## config.mk

```make
export PLATFORM = sky130hd
export DESIGN_NAME = jcc_pipe
export DESIGN_NICKNAME = d
export VERILOG_FILES = /design/src/jcc_pkg.sv /design/src/jcc_pipe.sv
export SDC_FILE = /design/constraint.sdc
export NUM_CORES = 2
export LEC_CHECK = 0
export ABC_AREA = 0
export BUFFER_PORTS_ARGS = -buffer_cell sky130_fd_sc_hd__buf_2
export CAP_MARGIN = 20
export CELL_PAD_IN_SITES_DETAIL_PLACEMENT = 1
export CELL_PAD_IN_SITES_GLOBAL_PLACEMENT = 1
export CORE_AREA = 2 2 518 520
export CTS_BUF_LIST = sky130_fd_sc_hd__clkbuf_4
export DETAILED_ROUTE_END_ITERATION = 8
export DIE_AREA = 0 0 520 522
export HOLD_SLACK_MARGIN = 0.08
export PLACE_DENSITY = 0.84
export SLEW_MARGIN = 10
export SYNTH_ARGS = -nofsm -noshare
export SYNTH_HDL_FRONTEND = slang
export SYNTH_SLANG_ARGS = --single-unit
```

## constraint.sdc

```tcl
create_clock -name clock -period 6.6 [get_ports clock]
set_input_delay 0 -clock clock [delete_from_list [all_inputs] [get_ports clock]]
set_output_delay 0 -clock clock [all_outputs]
set_load 0.02 [all_outputs]
```

## src/jcc_pkg.sv

```systemverilog
// jcc_pkg: shared types and constants for the joystick center calibration block
// used by jcc_pipe, joystick_center_calibrate_unit and jcc_checker
// no dependencies
package jcc_pkg;

   // field widths and lane count
   localparam int unsigned DATA_W    = 12;
   localparam int unsigned NUM_AXES  = 2;
   localparam int unsigned AXIS_X    = 0;
   localparam int unsigned AXIS_Y    = 1;

   // default output range
   localparam int unsigned FULL_SCALE_DEF = 4095;
   localparam int unsigned OUT_FLOOR_DEF  = 0;

   // floor(a / 100) for a < 4096 is (a * 5243) >> 19
   localparam int unsigned RECIP_W       = 13;
   localparam logic [RECIP_W-1:0] RECIP_100 = 13'd5243;
   localparam int unsigned RECIP_SHIFT   = 19;
   localparam int unsigned Q100_W        = 6;

   // register file
   localparam int unsigned CSR_IDX_W = 3;

   typedef enum logic [CSR_IDX_W-1:0] {
      CSR_X_MIN    = 3'd0,
      CSR_X_MAX    = 3'd1,
      CSR_X_CENTER = 3'd2,
      CSR_Y_MIN    = 3'd3,
      CSR_Y_MAX    = 3'd4,
      CSR_Y_CENTER = 3'd5
   } csr_reg_type;

   localparam logic [DATA_W-1:0] MIN_RST    = 12'd1024;
   localparam logic [DATA_W-1:0] MAX_RST    = 12'd3072;
   localparam logic [DATA_W-1:0] CENTER_RST = 12'd2048;

   // calibration of one axis
   typedef struct packed {
      logic [DATA_W-1:0] min;
      logic [DATA_W-1:0] max;
      logic [DATA_W-1:0] center;
   } axis_cfg_type;

endpackage

```

## src/jcc_pipe.sv

```systemverilog
// jcc_pipe: per-axis scaling pipeline with a bit-per-stage restoring divider
// depends on jcc_pkg
// all stages move together on en; valid bits travel alongside the data
module jcc_pipe #(
   parameter int unsigned FULL_SCALE = jcc_pkg::FULL_SCALE_DEF,
   parameter int unsigned OUT_FLOOR  = jcc_pkg::OUT_FLOOR_DEF
) (
   input  logic                                                   clock,
   input  logic                                                   reset,
   input  logic                                                   en,
   input  logic                                                   in_valid,
   input  logic [jcc_pkg::NUM_AXES-1:0][jcc_pkg::DATA_W-1:0]      in_raw,
   input  jcc_pkg::axis_cfg_type [jcc_pkg::NUM_AXES-1:0]          cfg,
   output logic                                                   out_valid,
   output logic [jcc_pkg::NUM_AXES-1:0][jcc_pkg::DATA_W-1:0]      out_norm
);
   import jcc_pkg::*;

   localparam int unsigned HALF  = FULL_SCALE / 2;
   localparam int unsigned HW    = $clog2(HALF + 1);
   localparam int unsigned DIV_W = DATA_W + HW;
   localparam int unsigned RES_W = DIV_W + 2;
   localparam int unsigned PROD_W = DATA_W + RECIP_W;
   // five front stages, divider setup, DIV_W divider steps, result stage
   localparam int unsigned NSTG  = DIV_W + 7;

   typedef struct packed {
      logic [DATA_W-1:0] v;
      logic [DATA_W-1:0] c;
      logic [DATA_W-1:0] mx;
      logic [DATA_W-1:0] mn;
   } st1_type;

   typedef struct packed {
      logic [DATA_W-1:0] v;
      logic [DATA_W-1:0] c;
      logic [DATA_W-1:0] mx;
      logic [DATA_W-1:0] mn;
      logic [DATA_W-1:0] ah;
      logic [DATA_W-1:0] al;
      logic              nh;
      logic              nl;
   } st2_type;

   typedef struct packed {
      logic [DATA_W-1:0] v;
      logic [DATA_W-1:0] c;
      logic [DATA_W-1:0] mx;
      logic [DATA_W-1:0] mn;
      logic [Q100_W-1:0] qh;
      logic [Q100_W-1:0] ql;
      logic              nh;
      logic              nl;
   } st3_type;

   typedef struct packed {
      logic [DATA_W-1:0] v;
      logic [DATA_W-1:0] c;
      logic [DATA_W-1:0] hi;
      logic [DATA_W-1:0] lo;
   } st4_type;

   typedef struct packed {
      logic [DATA_W:0]   den;
      logic [DATA_W-1:0] diff;
      logic              up;
      logic              eq;
   } st5_type;

   typedef struct packed {
      logic [DATA_W-1:0] rem;
      logic [DIV_W-1:0]  num;
      logic [DIV_W-1:0]  quo;
      logic [DATA_W-1:0] dmag;
      logic              dneg;
      logic              dz;
      logic              up;
      logic              eq;
   } div_type;

   // valid chain
   logic [NSTG-1:0] vld_ff, vld_in;

   assign vld_in    = {vld_ff[NSTG-2:0], in_valid};
   assign out_valid = vld_ff[NSTG-1];

   always_ff @(posedge clock) begin
      if (reset) begin
         vld_ff <= '0;
      end else if (en) begin
         vld_ff <= vld_in;
      end
   end

   for (genvar a = 0; a < NUM_AXES; a++) begin : g_lane
      st1_type           s1_in, s1_ff;
      st2_type           s2_in, s2_ff;
      st3_type           s3_in, s3_ff;
      st4_type           s4_in, s4_ff;
      st5_type           s5_in, s5_ff;
      div_type           dv_in [0:DIV_W];
      div_type           dv_ff [0:DIV_W];
      logic [DATA_W-1:0] res_in, res_ff;
      logic [DATA_W:0]   sum1;
      logic [DATA_W:0]   dh2, dl2;
      logic [PROD_W-1:0] ph3, pl3;
      logic [DATA_W:0]   hi4, lo4;
      logic signed [RES_W-1:0] val_r, clip_r, sel_r;
      logic              neg_r;

      // stage 1: capture sample, center falls back to mid of min and max when it is zero
      always_comb begin
         sum1     = {1'b0, cfg[a].max} + {1'b0, cfg[a].min};
         s1_in.v  = in_raw[a];
         s1_in.mx = cfg[a].max;
         s1_in.mn = cfg[a].min;
         s1_in.c  = (cfg[a].center == '0) ? sum1[DATA_W:1] : cfg[a].center;
      end

      // stage 2: distances from center to the limits, as sign and magnitude
      always_comb begin
         dh2      = {1'b0, s1_ff.mx} - {1'b0, s1_ff.c};
         dl2      = {1'b0, s1_ff.c} - {1'b0, s1_ff.mn};
         s2_in.v  = s1_ff.v;
         s2_in.c  = s1_ff.c;
         s2_in.mx = s1_ff.mx;
         s2_in.mn = s1_ff.mn;
         s2_in.nh = dh2[DATA_W];
         s2_in.nl = dl2[DATA_W];
         s2_in.ah = dh2[DATA_W] ? DATA_W'(-dh2) : dh2[DATA_W-1:0];
         s2_in.al = dl2[DATA_W] ? DATA_W'(-dl2) : dl2[DATA_W-1:0];
      end

      // stage 3: one percent of each distance by reciprocal multiply
      always_comb begin
         ph3      = PROD_W'(s2_ff.ah) * PROD_W'(RECIP_100);
         pl3      = PROD_W'(s2_ff.al) * PROD_W'(RECIP_100);
         s3_in.v  = s2_ff.v;
         s3_in.c  = s2_ff.c;
         s3_in.mx = s2_ff.mx;
         s3_in.mn = s2_ff.mn;
         s3_in.nh = s2_ff.nh;
         s3_in.nl = s2_ff.nl;
         s3_in.qh = Q100_W'(ph3 >> RECIP_SHIFT);
         s3_in.ql = Q100_W'(pl3 >> RECIP_SHIFT);
      end

      // stage 4: derate max and min toward the center
      always_comb begin
         hi4 = s3_ff.nh ? ({1'b0, s3_ff.mx} + (DATA_W + 1)'(s3_ff.qh))
                        : ({1'b0, s3_ff.mx} - (DATA_W + 1)'(s3_ff.qh));
         lo4 = s3_ff.nl ? ({1'b0, s3_ff.mn} - (DATA_W + 1)'(s3_ff.ql))
                        : ({1'b0, s3_ff.mn} + (DATA_W + 1)'(s3_ff.ql));
         s4_in.v  = s3_ff.v;
         s4_in.c  = s3_ff.c;
         s4_in.hi = hi4[DATA_W-1:0];
         s4_in.lo = lo4[DATA_W-1:0];
      end

      // stage 5: pick the side, signed span and distance from center
      always_comb begin
         s5_in.up = (s4_ff.v >= s4_ff.c);
         s5_in.eq = (s4_ff.v == s4_ff.c);
         if (s5_in.up) begin
            s5_in.den  = {1'b0, s4_ff.hi} - {1'b0, s4_ff.c};
            s5_in.diff = s4_ff.v - s4_ff.c;
         end else begin
            s5_in.den  = {1'b0, s4_ff.c} - {1'b0, s4_ff.lo};
            s5_in.diff = s4_ff.c - s4_ff.v;
         end
      end

      // divider setup: numerator is distance times half scale
      always_comb begin
         dv_in[0].rem  = '0;
         dv_in[0].quo  = '0;
         dv_in[0].num  = DIV_W'(s5_ff.diff) * DIV_W'(HALF);
         dv_in[0].dneg = s5_ff.den[DATA_W];
         dv_in[0].dz   = (s5_ff.den == '0);
         dv_in[0].dmag = s5_ff.den[DATA_W] ? DATA_W'(-s5_ff.den) : s5_ff.den[DATA_W-1:0];
         dv_in[0].up   = s5_ff.up;
         dv_in[0].eq   = s5_ff.eq;
      end

      // restoring divider, one quotient bit per stage
      for (genvar k = 1; k <= DIV_W; k++) begin : g_div
         logic [DATA_W:0] sh;
         logic [DATA_W:0] sub;
         logic            ge;

         always_comb begin
            sh  = {dv_ff[k-1].rem, dv_ff[k-1].num[DIV_W-1]};
            sub = sh - {1'b0, dv_ff[k-1].dmag};
            ge  = (sh >= {1'b0, dv_ff[k-1].dmag});
            dv_in[k]      = dv_ff[k-1];
            dv_in[k].rem  = ge ? sub[DATA_W-1:0] : sh[DATA_W-1:0];
            dv_in[k].num  = dv_ff[k-1].num << 1;
            dv_in[k].quo  = {dv_ff[k-1].quo[DIV_W-2:0], ge};
         end
      end

      // result: apply quotient around the midpoint, clamp, zero span cases
      always_comb begin
         neg_r = (!dv_ff[DIV_W].up) ^ dv_ff[DIV_W].dneg;
         val_r = neg_r ? (RES_W'(HALF) - RES_W'(dv_ff[DIV_W].quo))
                       : (RES_W'(HALF) + RES_W'(dv_ff[DIV_W].quo));
         if (val_r > $signed(RES_W'(FULL_SCALE))) begin
            clip_r = RES_W'(FULL_SCALE);
         end else if (val_r < $signed(RES_W'(OUT_FLOOR))) begin
            clip_r = RES_W'(OUT_FLOOR);
         end else begin
            clip_r = val_r;
         end
         if (dv_ff[DIV_W].dz) begin
            if (dv_ff[DIV_W].up) begin
               sel_r = dv_ff[DIV_W].eq ? RES_W'(HALF) : RES_W'(FULL_SCALE);
            end else begin
               sel_r = RES_W'(OUT_FLOOR);
            end
         end else begin
            sel_r = clip_r;
         end
         res_in = sel_r[DATA_W-1:0];
      end

      // stage registers, payload only
      always_ff @(posedge clock) begin
         if (en) begin
            s1_ff  <= s1_in;
            s2_ff  <= s2_in;
            s3_ff  <= s3_in;
            s4_ff  <= s4_in;
            s5_ff  <= s5_in;
            res_ff <= res_in;
         end
      end

      for (genvar k = 0; k <= DIV_W; k++) begin : g_dreg
         always_ff @(posedge clock) begin
            if (en) begin
               dv_ff[k] <= dv_in[k];
            end
         end
      end

      assign out_norm[a] = res_ff;
   end

endmodule

```

==> flow_metrics.tcl <==
set metrics [dict create \
    postSynthAreaPerCell_um2 13.8 \
    floorplan.initialDensity 0.556 \
    post_drt_wl_per_cell_um 23.3 \
    synth.most_common_cell "edfxtp_1" \
    synth_top_area_share 0.592 \
    worst-r2r-setup-slack_ns 0.44 \
    rows 190 \
    finalMaxSlewViolations 0 \
    min_period_ns 6.16 \
    worst_skew_pair.late_latency_ns 1.62 \
    timing.rr.end "g_lane[0].s3_ff[13]$_DFFE_PP_" \
    synth_cells 10800 \
    yosysTopAreaCell "edfxtp_1" \
    fp.coreArea_mm2 0.266 \
    synth_common_cells "edfxtp_1, inv_1, ha_1" \
    syn_area_mm2 0.148 \
    min-delay-path-class "in2reg" \
    antenna_found_initial 9 \
    timing.critical_path.slowest_stage_cell "fa_1" \
    cts_made_buffers 746 \
    routed_wirelength_um 374000 \
    setup_viol_count_final 0 \
    drt-initial-drc-count 5449 \
    die_w_um 520 \
    global_route.overflow_total 0 \
    route.vias.total 91200 \
    synth.yosys.seq_area_share 0.596 \
    timing.clock.skew_ns 0.128 \
    area_delta_synth_final_pct 12.2 \
    htree_levels 6 \
    worst-endpoint-arrival_ns 7.40 \
    async_flop_share 0 \
    pin_count_of_the_biggest_net_entering_global_routing 194 \
    fp.dieH_um 522 \
    timing.slew.headroom 0.247 \
    critical-path-top-delay-family "adder cells" \
    drt_first_pass_iters 9 \
    route.antenna.remaining_nets 0 \
    yosys_warnings 0 \
    grt_pass1_wl_um 583000 \
    synth_fp_nets 12400 \
    post_synthesis_sequential_element_count 2948 \
    post-route-drc-count 14 \
    place_congestion 0.888 \
    hpwl_um 233000 \
    clock_tree_from_tritoncts "yes" \
    required_ns 7.84 \
    class_of_the_most_critical_setup_path "reg2reg" \
    cts.reportedPaths.clkPinSlew_ns 0.08 \
    yosysUniqueCellTypes 81 \
    cts_num_sinks 2948 \
    clockBufferDepth 4 \
    r2r_cells 19 \
    worstReg2RegStart "g_lane[0].s2_ff[24]$_DFFE_PP_" \
    route.detailed.vias_per_inst 5.69 \
    timing_worst_slew_pin_value_ns 1.13 \
    critical_path.cell_chain "fa_1, fa_1, inv_1, fa_1, inv_1, fa_1, inv_1, fa_1, inv_1, ha_1, a21o_1, a221oi_1, nor2b_1, a31o_2, a211oi_1, o21ai_0, a21o_1, a21oi_1, xnor2_1" \
    rsz_0062_raised_after_global_routing "false" \
    path_max_fanout 6 \
    setup.worst_path.start_class "flop" \
    whs_path_depth 4 \
    end_kind "flop" \
    post_route_cells_drive_above_1_share 0.147 \
    ctsResizeCount 0 \
    cpPeakStageDelay_ns 0.56 \
    fmaxAchievable_mhz 162 \
    fin_setup_tns_ns 0 \
    min_from "in_raw[11]" \
    port-buffer-count 124 \
    min_delay_worst_endpoint "g_lane[0].s1_ff[47]$_DFFE_PP_" \
    timing.critical_path.buf_inv 4 \
    number_of_global_route_vias_before_repair 105000 \
    floorplan.die_area_mm2 0.271 \
    synth_enable_flop_cells 2918 \
    cts_root_buf "clkbuf_4" \
    timing.final.hold_violations 0 \
    gr-usage-all-layers 0.273 \
    synthFlopType "edfxtp_1" \
    failed_checks "design-rule violations" \
    ios 125 \
    drv_cap 0 \
    layout_worst_path_cycle_share 0.933 \
    status "finished with violations" \
    synth_area_leaders "edfxtp_1, ha_1, fa_1, inv_1, mux2_2" \
    critical-path-top-cell-by-count "fa_1" \
    final_net_count 13600 \
]
## state kept, by name (all words and copies together), names as in the netlist
signal,cells
vld_ff,30
g_lane.dv_in,6
g_lane.s5_ff,48
g_lane.s2_ff,148
g_lane.s3_ff,124
g_lane.s1_ff,96
g_lane.dv_ff,2376
g_lane.res_ff,24
g_lane.s4_ff,96
## worst max-delay path by stage
stage                                        from                               end  slack [ns]  cells past startpoint
floorplan            g_lane[0].s5_ff[7]$_DFFE_PP_  g_lane[0].dv_ff[0][59]$_DFFE_PP_        1.13                     19
global placement     g_lane[0].s2_ff[8]$_DFFE_PP_      g_lane[0].s3_ff[7]$_DFFE_PP_        0.73                     19
detailed placement   g_lane[1].s5_ff[8]$_DFFE_PP_  g_lane[1].dv_ff[0][61]$_DFFE_PP_        0.67                     18
CTS                 g_lane[0].s2_ff[24]$_DFFE_PP_     g_lane[0].s3_ff[13]$_DFFE_PP_        0.59                     19
global route        g_lane[0].s2_ff[24]$_DFFE_PP_     g_lane[0].s3_ff[13]$_DFFE_PP_        0.15                     19
finish              g_lane[0].s2_ff[24]$_DFFE_PP_     g_lane[0].s3_ff[13]$_DFFE_PP_        0.44                     19
## kinds of logic (layout without fill, tap and decap cells)
| group | Yosys count | in the layout | share of synthesized area |
|---|---|---|---|
| other | 0 | 9 | 0 |
| DFF | 2948 | 2948 | 0.596 |
| buffers and inverters | 1731 | 3431 | 0.0444 |
| and+or+nand+nor | 1835 | 1835 | 0.0623 |
| AOI/OAI and AO/OA | 1521 | 1521 | 0.0691 |
| adders and majority gates | 1574 | 1574 | 0.152 |
| muxes | 551 | 551 | 0.0405 |
| xor gates and xnor gates | 603 | 603 | 0.0357 |
## metrics by stage
step                       util  instances  hold slack (ns)  area [µm²]  setup slack [ns]
final                     0.623      16000            0.288      166000             0.440
after detailed placement  0.575      14400            0.179      153000             0.665
after CTS                 0.623      16000           0.0805      166000             0.591
after global routing      0.623      16000            0.217      166000             0.155
after floorplan               -      10800           0.0989      148000              1.13
after global placement    0.575      14400            0.178      153000             0.731
## cell usage in the layout, fill, tap and decap left out, types with 39 or more instances in the layout
cell type,count
a21boi_0,67
a21o_1,195
o31ai_1,54
clkinv_1,149
xnor2_1,391
a21oi_1,266
buf_4,48
mux2_2,382
edfxtp_1,2918
a31o_2,45
dlygate4sd3_1,322
nand2b_1,153
mux2i_1,169
a2111oi_0,58
nand2_1,243
ha_1,1192
fa_1,382
or3_1,74
a31oi_1,58
buf_2,123
a211oi_1,49
o21ai_0,373
inv_1,1611
xor2_1,211
nor2_1,514
nor2b_1,159
o21a_1,85
nand4_1,149
nand3_1,118
nor3_1,251
and3_1,45
o21bai_1,39
clkbuf_4,1064
## worst register-to-register path, stage by stage (launching register included)
cell and delay [ns]:
edfxtp_1 0.51, fa_1 0.56, fa_1 0.52, inv_1 0.05
fa_1 0.53, inv_1 0.05, fa_1 0.54, inv_1 0.06
fa_1 0.53, inv_1 0.05, ha_1 0.20, a21o_1 0.18
a221oi_1 0.42, nor2b_1 0.10, a31o_2 0.23, a211oi_1 0.53
o21ai_0 0.29, a21o_1 0.25, a21oi_1 0.19, xnor2_1 0.10
## layer usage
layer  up-vias  share of wire  GRT usage  routed length, µm
li1      41600              -          -                  -
met1     45600           0.35      0.278             132000
met2      2774           0.55      0.527             206000
met3      1253          0.038     0.0403              14100
met4         4          0.057      0.157              21500
met5         -       0.000080          0                 30
## timing repair
action | 4_1_cts | 5_1_grt
endpoints found under the hold margin | 3044 | 0
setup buffers | 0 | 0
hold buffers | 323 | 0
## cell type report
| cell class | count | area (µm²) |
|---|---|---|
| Clock buffer | 1064 | 7990 |
| Fill cell | 25800 | 100000 |
| Timing Repair Buffer | 513 | 4600 |
| Sequential cell | 2948 | 88200 |
| Clock inverter | 240 | 1480 |
| Tap cell | 3552 | 4440 |
| Antenna cell | 9 | 22.5 |
| Multi-Input combinational cell | 6084 | 53300 |
| Inverter | 1614 | 6060 |
Power is not shown: default switching activity piles up to over one toggle a cycle in this logic, so the estimate is an artifact.
